File: src/design/dtp_pkg.sv
// Shared constants, result codes, snapshot type and digit helpers for the date text parser.
package dtp_pkg;

    // Field widths.
    localparam int CHAR_W  = 8;
    localparam int VALUE_W = 14;
    localparam int COUNT_W = 5;
    localparam int RUNS_W  = 3;
    localparam int LEAD_W  = 7;
    localparam int TAIL_W  = 8;
    localparam int STAT_W  = 2;

    // Default limit on the characters that count.
    localparam int DTP_MAX_CHARS = 19;

    // Format and range constants.
    localparam logic [COUNT_W-1:0] DIGITS_SHORT = 5'd6;
    localparam logic [COUNT_W-1:0] DIGITS_LONG  = 5'd8;
    localparam logic [COUNT_W-1:0] SEPS_RUNS    = 5'd2;
    localparam logic [COUNT_W-1:0] COUNT_SAT    = 5'd31;
    localparam logic [COUNT_W-1:0] RUN_YEAR_LEN = 5'd4;
    localparam logic [RUNS_W-1:0]  RUNS_DATE    = 3'd3;
    localparam logic [RUNS_W-1:0]  RUNS_SAT     = 3'd4;
    localparam logic [VALUE_W-1:0] YEAR_BASE    = 14'd2000;
    localparam logic [VALUE_W-1:0] MONTH_MAX    = 14'd12;
    localparam logic [VALUE_W-1:0] DAY_MAX      = 14'd31;
    localparam logic [16:0]        RUN_SAT      = 17'd9999;

    // Result codes.
    localparam logic [STAT_W-1:0] STATUS_OK         = 2'd0;
    localparam logic [STAT_W-1:0] STATUS_BAD_FORMAT = 2'd1;
    localparam logic [STAT_W-1:0] STATUS_BAD_MONTH  = 2'd2;
    localparam logic [STAT_W-1:0] STATUS_BAD_DAY    = 2'd3;

    // Everything the format decode needs from the parse state at the end of a string.
    typedef struct packed {
        logic [COUNT_W-1:0] sep_count;
        logic [COUNT_W-1:0] digit_count;
        logic [RUNS_W-1:0]  run_count;
        logic [VALUE_W-1:0] run0_value;
        logic [VALUE_W-1:0] run1_value;
        logic [VALUE_W-1:0] run2_value;
        logic               run0_len4;
        logic               run2_len4;
        logic [TAIL_W-1:0]  run0_tail;
        logic [TAIL_W-1:0]  run2_tail;
        logic [LEAD_W-1:0]  lead_month;
        logic [LEAD_W-1:0]  lead_day;
        logic [VALUE_W-1:0] lead_year;
        logic [TAIL_W-1:0]  year_tail;
    } snapshot_t;

    // Appends one decimal digit to a run value, saturating at 9999.
    function automatic logic [VALUE_W-1:0] acc_digit(input logic [VALUE_W-1:0] value,
                                                     input logic [3:0] digit);
        logic [16:0] sum;
        sum = {3'b000, value} * 17'd10 + {13'd0, digit};
        return (sum > RUN_SAT) ? RUN_SAT[VALUE_W-1:0] : sum[VALUE_W-1:0];
    endfunction

    // Converts the last two digits, held as two BCD nibbles, into a binary value.
    function automatic logic [VALUE_W-1:0] tail_value(input logic [TAIL_W-1:0] tail);
        return VALUE_W'(tail[7:4]) * 14'd10 + VALUE_W'(tail[3:0]);
    endfunction

endpackage

File: src/design/date_text_parser.sv
// Date text parser: takes a date string one character per transaction and gives the parsed date.
//
//  Channel | Direction | Handshake          | Payload
//  s_      | input     | s_valid / s_ready  | s_char_code[7:0], s_last
//  m_      | output    | m_valid / m_ready  | m_status[1:0], m_month, m_day, m_year_short,
//          |           |                    | m_year_full (14 bits each)
//
// One character is taken in every cycle while s_ready is high. A character passes the input
// register and then updates the parse counters and digit accumulators; a final character also
// latches a snapshot and clears the parse state, and the format decode then loads the result
// register from that snapshot.
// Reset (aresetn low at a clock edge) empties all three registers and clears the parse state.
// A stall on m_ready holds the result register; the snapshot and input registers keep filling,
// and s_ready falls only once all of them hold a transaction that cannot move on.
module date_text_parser #(
    parameter int MAX_CHARS = dtp_pkg::DTP_MAX_CHARS
) (
    input  logic                         aclk,
    input  logic                         aresetn,
    input  logic                         s_valid,
    output logic                         s_ready,
    input  logic [dtp_pkg::CHAR_W-1:0]   s_char_code,
    input  logic                         s_last,
    output logic                         m_valid,
    input  logic                         m_ready,
    output logic [dtp_pkg::STAT_W-1:0]   m_status,
    output logic [dtp_pkg::VALUE_W-1:0]  m_month,
    output logic [dtp_pkg::VALUE_W-1:0]  m_day,
    output logic [dtp_pkg::VALUE_W-1:0]  m_year_short,
    output logic [dtp_pkg::VALUE_W-1:0]  m_year_full
);

    localparam int CNT_W = $clog2(MAX_CHARS + 1);
    localparam int CW    = dtp_pkg::COUNT_W;
    localparam int VW    = dtp_pkg::VALUE_W;
    localparam int TW    = dtp_pkg::TAIL_W;
    localparam int LW    = dtp_pkg::LEAD_W;
    localparam int RW    = dtp_pkg::RUNS_W;

    // Input register.
    logic                       in_valid_reg;
    logic [dtp_pkg::CHAR_W-1:0] in_char_reg;
    logic                       in_last_reg;

    // Parse state.
    logic [CNT_W-1:0] char_count_reg, char_count_next, upd_char_count;
    logic             ended_reg, ended_next, upd_ended;
    logic             in_run_reg, in_run_next, upd_in_run;
    logic [CW-1:0]    digit_count_reg, digit_count_next, upd_digit_count;
    logic [CW-1:0]    sep_count_reg, sep_count_next, upd_sep_count;
    logic [RW-1:0]    run_count_reg, run_count_next, upd_run_count;
    logic [VW-1:0]    run_value_reg [3];
    logic [VW-1:0]    run_value_next [3];
    logic [VW-1:0]    upd_run_value [3];
    logic [CW-1:0]    run_len_reg [3];
    logic [CW-1:0]    run_len_next [3];
    logic [CW-1:0]    upd_run_len [3];
    logic [TW-1:0]    run_tail_reg [3];
    logic [TW-1:0]    run_tail_next [3];
    logic [TW-1:0]    upd_run_tail [3];
    logic [LW-1:0]    lead_month_reg, lead_month_next, upd_lead_month;
    logic [LW-1:0]    lead_day_reg, lead_day_next, upd_lead_day;
    logic [VW-1:0]    lead_year_reg, lead_year_next, upd_lead_year;
    logic [TW-1:0]    year_tail_reg, year_tail_next, upd_year_tail;

    // Snapshot register.
    logic               snap_valid_reg;
    dtp_pkg::snapshot_t snap_reg, snap_next;

    // Result register.
    logic                       m_valid_reg;
    logic [dtp_pkg::STAT_W-1:0] m_status_reg, m_status_next;
    logic [VW-1:0]              m_month_reg, m_month_next;
    logic [VW-1:0]              m_day_reg, m_day_next;
    logic [VW-1:0]              m_year_short_reg, m_year_short_next;
    logic [VW-1:0]              m_year_full_reg, m_year_full_next;

    // Handshake between the stages.
    logic       out_ready;
    logic       snap_ready;
    logic       in_fire;
    logic       end_fire;
    logic       take_char;
    logic       is_digit;
    logic [3:0] digit;

    assign out_ready  = !m_valid_reg || m_ready;
    assign snap_ready = !snap_valid_reg || out_ready;
    assign in_fire    = in_valid_reg && (!in_last_reg || snap_ready);
    assign end_fire   = in_fire && in_last_reg;
    assign s_ready    = !in_valid_reg || in_fire;

    // The input register takes a new transaction whenever it empties or moves on.
    always_ff @(posedge aclk) begin
        if (!aresetn) begin
            in_valid_reg <= 1'b0;
        end else if (s_ready) begin
            in_valid_reg <= s_valid;
        end
    end

    always_ff @(posedge aclk) begin
        if (s_valid && s_ready) begin
            in_char_reg <= s_char_code;
            in_last_reg <= s_last;
        end
    end

    // Character classification. A digit's value is the low nibble of its ASCII code.
    assign take_char = !ended_reg && (char_count_reg < CNT_W'(MAX_CHARS));
    assign is_digit  = in_char_reg inside {[8'h30:8'h39]};
    assign digit     = in_char_reg[3:0];

    // Parse state update for one character, then the snapshot and the clear at the end.
    always_comb begin
        upd_char_count  = char_count_reg;
        upd_ended       = ended_reg;
        upd_in_run      = in_run_reg;
        upd_digit_count = digit_count_reg;
        upd_sep_count   = sep_count_reg;
        upd_run_count   = run_count_reg;
        upd_lead_month  = lead_month_reg;
        upd_lead_day    = lead_day_reg;
        upd_lead_year   = lead_year_reg;
        upd_year_tail   = year_tail_reg;
        for (int i = 0; i < 3; i++) begin
            upd_run_value[i] = run_value_reg[i];
            upd_run_len[i]   = run_len_reg[i];
            upd_run_tail[i]  = run_tail_reg[i];
        end

        if (in_fire && take_char) begin
            if (in_char_reg == '0) begin
                upd_ended = 1'b1;
            end else begin
                upd_char_count = char_count_reg + 1'b1;
                if (is_digit) begin
                    // A digit after a separator, or at the start, opens a new run.
                    if (!in_run_reg) begin
                        if (run_count_reg < dtp_pkg::RUNS_SAT) begin
                            upd_run_count = run_count_reg + 1'b1;
                        end
                        upd_in_run = 1'b1;
                    end
                    for (int i = 0; i < 3; i++) begin
                        if (upd_run_count == RW'(i + 1)) begin
                            upd_run_value[i] = dtp_pkg::acc_digit(run_value_reg[i], digit);
                            if (run_len_reg[i] < dtp_pkg::COUNT_SAT) begin
                                upd_run_len[i] = run_len_reg[i] + 1'b1;
                            end
                            upd_run_tail[i] = {run_tail_reg[i][3:0], digit};
                        end
                    end
                    // Fixed-position fields for the forms without separators.
                    if (digit_count_reg < 5'd2) begin
                        upd_lead_month = lead_month_reg * 7'd10 + {3'b000, digit};
                    end else if (digit_count_reg < 5'd4) begin
                        upd_lead_day = lead_day_reg * 7'd10 + {3'b000, digit};
                    end else if (digit_count_reg < dtp_pkg::DIGITS_LONG) begin
                        upd_lead_year = lead_year_reg * 14'd10 + {10'd0, digit};
                        upd_year_tail = {year_tail_reg[3:0], digit};
                    end
                    if (digit_count_reg < dtp_pkg::COUNT_SAT) begin
                        upd_digit_count = digit_count_reg + 1'b1;
                    end
                end else begin
                    if (sep_count_reg < dtp_pkg::COUNT_SAT) begin
                        upd_sep_count = sep_count_reg + 1'b1;
                    end
                    upd_in_run = 1'b0;
                end
            end
        end

        snap_next.sep_count   = upd_sep_count;
        snap_next.digit_count = upd_digit_count;
        snap_next.run_count   = upd_run_count;
        snap_next.run0_value  = upd_run_value[0];
        snap_next.run1_value  = upd_run_value[1];
        snap_next.run2_value  = upd_run_value[2];
        snap_next.run0_len4   = (upd_run_len[0] == dtp_pkg::RUN_YEAR_LEN);
        snap_next.run2_len4   = (upd_run_len[2] == dtp_pkg::RUN_YEAR_LEN);
        snap_next.run0_tail   = upd_run_tail[0];
        snap_next.run2_tail   = upd_run_tail[2];
        snap_next.lead_month  = upd_lead_month;
        snap_next.lead_day    = upd_lead_day;
        snap_next.lead_year   = upd_lead_year;
        snap_next.year_tail   = upd_year_tail;

        // A final character leaves the parse state clear for the next string.
        if (end_fire) begin
            char_count_next  = '0;
            ended_next       = 1'b0;
            in_run_next      = 1'b0;
            digit_count_next = '0;
            sep_count_next   = '0;
            run_count_next   = '0;
            lead_month_next  = '0;
            lead_day_next    = '0;
            lead_year_next   = '0;
            year_tail_next   = '0;
            for (int i = 0; i < 3; i++) begin
                run_value_next[i] = '0;
                run_len_next[i]   = '0;
                run_tail_next[i]  = '0;
            end
        end else begin
            char_count_next  = upd_char_count;
            ended_next       = upd_ended;
            in_run_next      = upd_in_run;
            digit_count_next = upd_digit_count;
            sep_count_next   = upd_sep_count;
            run_count_next   = upd_run_count;
            lead_month_next  = upd_lead_month;
            lead_day_next    = upd_lead_day;
            lead_year_next   = upd_lead_year;
            year_tail_next   = upd_year_tail;
            for (int i = 0; i < 3; i++) begin
                run_value_next[i] = upd_run_value[i];
                run_len_next[i]   = upd_run_len[i];
                run_tail_next[i]  = upd_run_tail[i];
            end
        end
    end

    // Parse state registers.
    always_ff @(posedge aclk) begin
        if (!aresetn) begin
            char_count_reg  <= '0;
            ended_reg       <= 1'b0;
            in_run_reg      <= 1'b0;
            digit_count_reg <= '0;
            sep_count_reg   <= '0;
            run_count_reg   <= '0;
            lead_month_reg  <= '0;
            lead_day_reg    <= '0;
            lead_year_reg   <= '0;
            year_tail_reg   <= '0;
            for (int i = 0; i < 3; i++) begin
                run_value_reg[i] <= '0;
                run_len_reg[i]   <= '0;
                run_tail_reg[i]  <= '0;
            end
        end else begin
            char_count_reg  <= char_count_next;
            ended_reg       <= ended_next;
            in_run_reg      <= in_run_next;
            digit_count_reg <= digit_count_next;
            sep_count_reg   <= sep_count_next;
            run_count_reg   <= run_count_next;
            lead_month_reg  <= lead_month_next;
            lead_day_reg    <= lead_day_next;
            lead_year_reg   <= lead_year_next;
            year_tail_reg   <= year_tail_next;
            for (int i = 0; i < 3; i++) begin
                run_value_reg[i] <= run_value_next[i];
                run_len_reg[i]   <= run_len_next[i];
                run_tail_reg[i]  <= run_tail_next[i];
            end
        end
    end

    // Snapshot register: loaded by a final character.
    always_ff @(posedge aclk) begin
        if (!aresetn) begin
            snap_valid_reg <= 1'b0;
        end else if (snap_ready) begin
            snap_valid_reg <= end_fire;
        end
    end

    always_ff @(posedge aclk) begin
        if (end_fire) begin
            snap_reg <= snap_next;
        end
    end

    // Format decode and range checks.
    always_comb begin
        logic fmt_short;
        logic fmt_long;
        logic fmt_runs;
        fmt_short = (snap_reg.sep_count == '0) && (snap_reg.digit_count == dtp_pkg::DIGITS_SHORT);
        fmt_long  = (snap_reg.sep_count == '0) && (snap_reg.digit_count == dtp_pkg::DIGITS_LONG);
        fmt_runs  = (snap_reg.sep_count == dtp_pkg::SEPS_RUNS)
                    && (snap_reg.run_count == dtp_pkg::RUNS_DATE);

        m_month_next      = '0;
        m_day_next        = '0;
        m_year_short_next = '0;
        m_year_full_next  = '0;

        if (fmt_short) begin
            m_month_next      = VW'(snap_reg.lead_month);
            m_day_next        = VW'(snap_reg.lead_day);
            m_year_short_next = snap_reg.lead_year;
            m_year_full_next  = snap_reg.lead_year + dtp_pkg::YEAR_BASE;
        end else if (fmt_long) begin
            m_month_next      = VW'(snap_reg.lead_month);
            m_day_next        = VW'(snap_reg.lead_day);
            m_year_full_next  = snap_reg.lead_year;
            m_year_short_next = dtp_pkg::tail_value(snap_reg.year_tail);
        end else if (fmt_runs) begin
            if (snap_reg.run0_len4) begin
                // Year first.
                m_year_full_next  = snap_reg.run0_value;
                m_year_short_next = dtp_pkg::tail_value(snap_reg.run0_tail);
                m_month_next      = snap_reg.run1_value;
                m_day_next        = snap_reg.run2_value;
            end else begin
                m_month_next = snap_reg.run0_value;
                m_day_next   = snap_reg.run1_value;
                if (snap_reg.run2_len4) begin
                    m_year_full_next  = snap_reg.run2_value;
                    m_year_short_next = dtp_pkg::tail_value(snap_reg.run2_tail);
                end else begin
                    m_year_short_next = snap_reg.run2_value;
                    m_year_full_next  = snap_reg.run2_value + dtp_pkg::YEAR_BASE;
                end
            end
        end

        if (!(fmt_short || fmt_long || fmt_runs)) begin
            m_status_next = dtp_pkg::STATUS_BAD_FORMAT;
        end else if (m_month_next == '0 || m_month_next > dtp_pkg::MONTH_MAX) begin
            m_status_next = dtp_pkg::STATUS_BAD_MONTH;
        end else if (m_day_next == '0 || m_day_next > dtp_pkg::DAY_MAX) begin
            m_status_next = dtp_pkg::STATUS_BAD_DAY;
        end else begin
            m_status_next = dtp_pkg::STATUS_OK;
        end
    end

    // Result register.
    always_ff @(posedge aclk) begin
        if (!aresetn) begin
            m_valid_reg <= 1'b0;
        end else if (out_ready) begin
            m_valid_reg <= snap_valid_reg;
        end
    end

    always_ff @(posedge aclk) begin
        if (out_ready && snap_valid_reg) begin
            m_status_reg     <= m_status_next;
            m_month_reg      <= m_month_next;
            m_day_reg        <= m_day_next;
            m_year_short_reg <= m_year_short_next;
            m_year_full_reg  <= m_year_full_next;
        end
    end

    assign m_valid      = m_valid_reg;
    assign m_status     = m_status_reg;
    assign m_month      = m_month_reg;
    assign m_day        = m_day_reg;
    assign m_year_short = m_year_short_reg;
    assign m_year_full  = m_year_full_reg;

    // A result only appears after a snapshot was waiting for it.
    a_result_from_snapshot: assert property (@(posedge aclk) disable iff (!aresetn)
        $rose(m_valid_reg) |-> $past(snap_valid_reg))
        else $error("result raised without a pending snapshot");

    // The parse state is clear after the final character of a string.
    a_state_cleared: assert property (@(posedge aclk) disable iff (!aresetn)
        end_fire |=> (char_count_reg == '0 && run_count_reg == '0 && !ended_reg
                      && digit_count_reg == '0 && sep_count_reg == '0))
        else $error("parse state not cleared after the final character");

    // A bad format carries all-zero date fields.
    a_bad_format_zero: assert property (@(posedge aclk) disable iff (!aresetn)
        (m_valid_reg && m_status_reg == dtp_pkg::STATUS_BAD_FORMAT)
        |-> (m_month_reg == '0 && m_day_reg == '0
             && m_year_short_reg == '0 && m_year_full_reg == '0))
        else $error("bad format result with non-zero fields");

    // A good status means month and day are in range.
    a_ok_in_range: assert property (@(posedge aclk) disable iff (!aresetn)
        (m_valid_reg && m_status_reg == dtp_pkg::STATUS_OK)
        |-> (m_month_reg != '0 && m_month_reg <= dtp_pkg::MONTH_MAX
             && m_day_reg != '0 && m_day_reg <= dtp_pkg::DAY_MAX))
        else $error("good status with month or day out of range");

    // The character counter never passes its limit.
    a_char_limit: assert property (@(posedge aclk) disable iff (!aresetn)
        char_count_reg <= CNT_W'(MAX_CHARS))
        else $error("character counter beyond its limit");

endmodule
File: config.mk
export PLATFORM = sky130hd
export DESIGN_NAME = date_text_parser
export DESIGN_NICKNAME = d
export VERILOG_FILES = /design/src/design/dtp_pkg.sv /design/src/design/date_text_parser.sv
export SDC_FILE = /design/constraint.sdc
export NUM_CORES = 1
export LEC_CHECK = 0
export ABC_CLOCK_PERIOD_IN_PS = 9320
export BUFFER_PORTS_ARGS = -buffer_cell sky130_fd_sc_hd__buf_2
export CAP_MARGIN = 15
export CORE_UTILIZATION = 30
export CTS_BUF_LIST = sky130_fd_sc_hd__clkbuf_8 sky130_fd_sc_hd__clkbuf_16
export CTS_CLUSTER_DIAMETER = 80
export DETAILED_ROUTE_END_ITERATION = 8
export PLACE_DENSITY = 0.44
export SYNTH_ARGS = -nofsm -noshare
export SYNTH_HDL_FRONTEND = slang
export SYNTH_SLANG_ARGS = --single-unit
File: constraint.sdc
create_clock -name aclk -period 9.32 [get_ports aclk]
set_input_delay 0.466 -clock aclk [delete_from_list [all_inputs] [get_ports aclk]]
set_output_delay 0.466 -clock aclk [all_outputs]
set_load 0.01 [all_outputs]
After elaboration in Yosys (flattened, before gate mapping):

Memories as Yosys holds them, arrays and structs flattened.
Index checks and enable logic that the tools add are counted.

* $add $sub $neg: 18
* multiply operators: 9
* order comparisons: 17
* equal/unequal tests: 9
* multiplexer cells: 96
* bitwise logic cells: 11
* reduce and logical (&&, ||, !) cells: 30

Operator list (count)
* 14-bit 2-to-1 mux: 33
* 42-bit 2-to-1 mux: 4
* 24-bit 2-to-1 mux: 4
* 8-bit 2-to-1 mux: 12
* 5-bit 2-to-1 mux: 17
* 7-bit 2-to-1 mux: 9
* 15-bit 2-to-1 mux: 4
* 17-bit by 4-bit adder with 17-bit output: 3
* 17-bit by 14-bit greater-than comparator with 1-bit output (second input constant): 3
* 14-bit by 3-bit multiplier with 16-bit output (second input constant): 3
* 5-bit by 1-bit adder with 5-bit output (second input constant): 6
* 5-bit < comparator (second input constant): 6
* 14-bit by 11-bit adder with 14-bit output (second input constant): 2
* 14-bit zero test: 2
* 8-bit by 4-bit adder with 9-bit output: 3
* 3-bit 2-to-1 mux: 8
* 4-bit by 3-bit multiplier with 7-bit output (second input constant): 3
* 5-bit by 3-bit == test with 1-bit output (second input constant): 3
* 14-bit by 4-bit adder with 14-bit output: 1
* 7-bit by 4-bit adder with 7-bit output: 2
* 14-bit by 4-bit greater-than comparator with 1-bit output (second input constant): 1
* 14-bit by 5-bit greater-than comparator with 1-bit output (second input constant): 1
* 14-bit by 3-bit multiplier with 13-bit output (second input constant): 1
* 7-bit by 3-bit multiplier with 6-bit output (second input constant): 2
* 22 further kinds: 57

* register bits after elaboration: 235
* memory bits (writable): 81
* input bits: 13
* output and inout bits: 60
* word-level logic and storage cells: 227
* memories kept: 3

Memories
* run_value_reg: words 3, width 14, read ports 3, clocked after memory_dff 0, wr ports 3, line date_text_parser.sv:52 `logic [VW-1:0] run_value_reg [3];`
* run_tail_reg: words 3, width 8, read ports 3, clocked after memory_dff 0, wr ports 3, line date_text_parser.sv:58 `logic [TW-1:0] run_tail_reg [3];`
* run_len_reg: words 3, width 5, read ports 3, clocked after memory_dff 0, wr ports 3, line date_text_parser.sv:55 `logic [CW-1:0] run_len_reg [3];`

Longest topological paths before layout:

* depth after elaboration: 14
* gate-level depth with buffers: 15
* gate-level depth less buffers: 13

Worst setup path before layout:

No wires, ideal clock.

* path kind: input-to-reg
* from: input port m_ready
* to: memory run_len_reg[0][11] (netlist bit)
* setup time: 0.158 ns
* arrival time: 6.869 ns
* data required time: 9.162 ns
* slack: 2.293 ns
* stages on the path: 6
* buffers on the path: 2
* path through: nor2b_1 -> a21oi_1 -> nand2b_1 -> clkbuf_1 -> clkbuf_1 -> a311oi_1

RTL lines
* start, declared: line date_text_parser.sv:25 `input logic m_ready,`
* end, declared: line date_text_parser.sv:55

==> results.tsv <==
metric	value	unit
antenna_cells	0	
worstRegToRegCells	13	
p_per_area	148	nW/µm²
pwr-share-seq	47.5	%
drt_iter0_drc	764	
path_clk_slew	0.06	ns
worstMarginPinSlew	1.04	ns
remaining_drc_errors	0	
grt_pass1_vias	13400	
cts_resized	0	
routed_via_density	5.04	
rsz0062_at_grt	no	
die_w	249	µm
setup_slack	4.72	ns
syn-num-nets	2036	
p_leak	8.21	nW
syn_avg_cell_area	9.82	µm²
cts_buffers	38	
cp.arrival	4.87	ns
p_int	2.37	mW
dieArea	61800	µm²
yosysWarnings	0	
cts_buffer_depth	3	
clk_latency	0.56	ns
core-area	60200	µm²
critPathLaunchType	register	
largest_reg_flops	109	
yosys.area.top_type_share	29.0	%
grt_max_degree	80	
cts_tree	done	
synthTopCellsByCount	nand2_1 (183), edfxtp_1 (176), nor2_1 (164)	
ys_types	95	
numPortBuffers	72	
fmax	0.217	GHz
peakVddDrop	0.109	mV
comb_power_share	4.3	%
grt_use_total	15.5	%
finalSetupTns	0	ns
grt.overflow.total	0	
start_util	30.3	%
clock_skew	0.0228	ns
nets	2102	
path_max_fanout	14	
drive_gt1_share	10.8	%
first_pass_iters	5	
syn_area	18200	µm²
p_clk_share	48.3	%
layout_min_cycle_time	4.60	ns
post_cts_buffers	0	
synth_top_cell_by_area	edfxtp_1	
p_total	3.07	mW
crit_start	run_value_reg[0][1]	
placed_area	19500	µm²
outcome	complete, no violations	
hp-start	s_char_code[0]	
fin_area	20700	µm²
cp-end-kind	register	
cts_sinks	303	
hp-class	in2reg	
place_ws	4.85	ns
slew_violations	0	
cts_root_buf	clkbuf_16	
rows	90	
final_hold_viol_count	0	
synthFlopType	edfxtp_1	
grt_pass1_wl	76100	µm
place_hpwl	36000	µm
ys_seq_area_share	42.9	%
crit_type	reg2reg	
vias	13800	
place_congestion	0.794	
fin_crit_sh	49.4	%
antenna_left	0	
async_flop_share	0	%
cap_violations	0	
ys_top_cells_by_area	edfxtp_1 (29%), dfxtp_1 (14%), ha_1 (10%)	
reg2reg_from	run_value_reg[0][1]	
switching_share	22.6	%
synth_seq_cells	303	
yosysMostFrequentCell	nand2_1	
antenna_found_initial	0	
p_sw	693	µW
synth_cells	1859	
hold_buffers	0	
io_pins	73	
routedWlPerCell	17.7	µm
die_y	249	µm
crit_required	9.59	ns
max_slew_margin	30.4	%
area_delta_synth_final	13.6	%
cts_max_level	2	
whs_path_depth	1	
setup_viol	0	
synth_edf_count	176	
wirelength	48500	µm
layer usage:
metal	wire, µm	global-route usage [%]	vias to the layer above
li1	-	-	6943
met1	24300	21.9	6626
met2	22000	24.9	176
met3	1270	2.05	56
met4	839	3.73	0
met5	0	0	-
worst paths after layout:
path	end	slack, ns
max	snap_reg[83]	4.72
max reg2reg	snap_reg[83]	4.72
min reg2reg	run_tail_reg[0][20]	0.46
min	in_char_reg[0]	0.08
placed cells by master (no fill, tap or decap), types with 13 or more instances in the layout:
cell	synthesis	final
a22o_1	13	13
o21a_1	17	17
mux2i_1	50	50
nor2_1	164	164
a21o_1	24	24
buf_2	4	72
nand4_1	19	19
a211oi_1	25	25
clkbuf_16	0	38
fa_1	18	18
nand2b_1	14	13
buf_4	1	24
o21ai_0	100	100
xor2_1	30	30
ha_1	146	146
nor2b_1	25	23
xnor2_1	75	75
edfxtp_1	176	176
a21oi_1	130	129
inv_1	63	73
and3_1	15	15
nor4_1	16	14
dfxtp_1	127	127
nand3_1	32	32
nand2_1	183	183
nor3_1	36	36
and2_1	62	62
critical path: stages, from the launching register on:
cell and delay, ns:
dfxtp_1 0.35, ha_1 0.30, ha_1 0.18, inv_1 0.06, fa_1 0.42, nand2b_1 0.19
a2111oi_0 0.58, a211oi_1 0.16, a211o_1 0.36, nor4_1 0.34, and2_1 0.19, a21o_1 0.25
and2_0 0.75, a21oi_1 0.18
stage by stage:
| stage | hold slack, ns | cells | util [%] |
|---|---|---|---|
| global route | 0.0574 | 2737 | 34.4 |
| detailed placement | 0.452 | 2667 | 32.3 |
| floorplan | 0.440 | 1859 | - |
| CTS | 0.0492 | 2737 | 34.4 |
| finish | 0.0819 | 2737 | 34.4 |
| global placement | 0.448 | 2667 | 32.3 |
layout make-up:
class                           instances  area [µm²]
Multi-Input combinational cell       1423        9900
Clock buffer                           39         965
Sequential cell                       303        7830
Timing Repair Buffer                   96         541
Clock inverter                         31         289
Fill cell                            6131       39500
Inverter                               63         236
Tap cell                              782         978
power by group through the flow:
stage / clock, mW / combinational (mW) / sequential, mW
3_5_place_dp: 0 / 0.134 / 1.48
5_1_grt: 1.57 / 0.147 / 1.46
2_1_floorplan: 0 / 0.0832 / 1.48
6_report: 1.48 / 0.132 / 1.46
3_3_place_gp: 0 / 0.132 / 1.48
4_1_cts: 1.52 / 0.134 / 1.46
logic make-up (layout without fill, tap and decap cells):
logic type / Yosys count / after routing / synth area share, %
simple gates: 655 / 655 / 18.2
compound gates: 437 / 437 / 15.3
flops: 303 / 303 / 42.9
fa+ha+maj: 164 / 164 / 12.0
buf+inv: 133 / 229 / 3.13
xor+xnor: 105 / 105 / 5.04
mux: 62 / 62 / 3.48
Note: power is estimated with default switching activity, not from simulation.
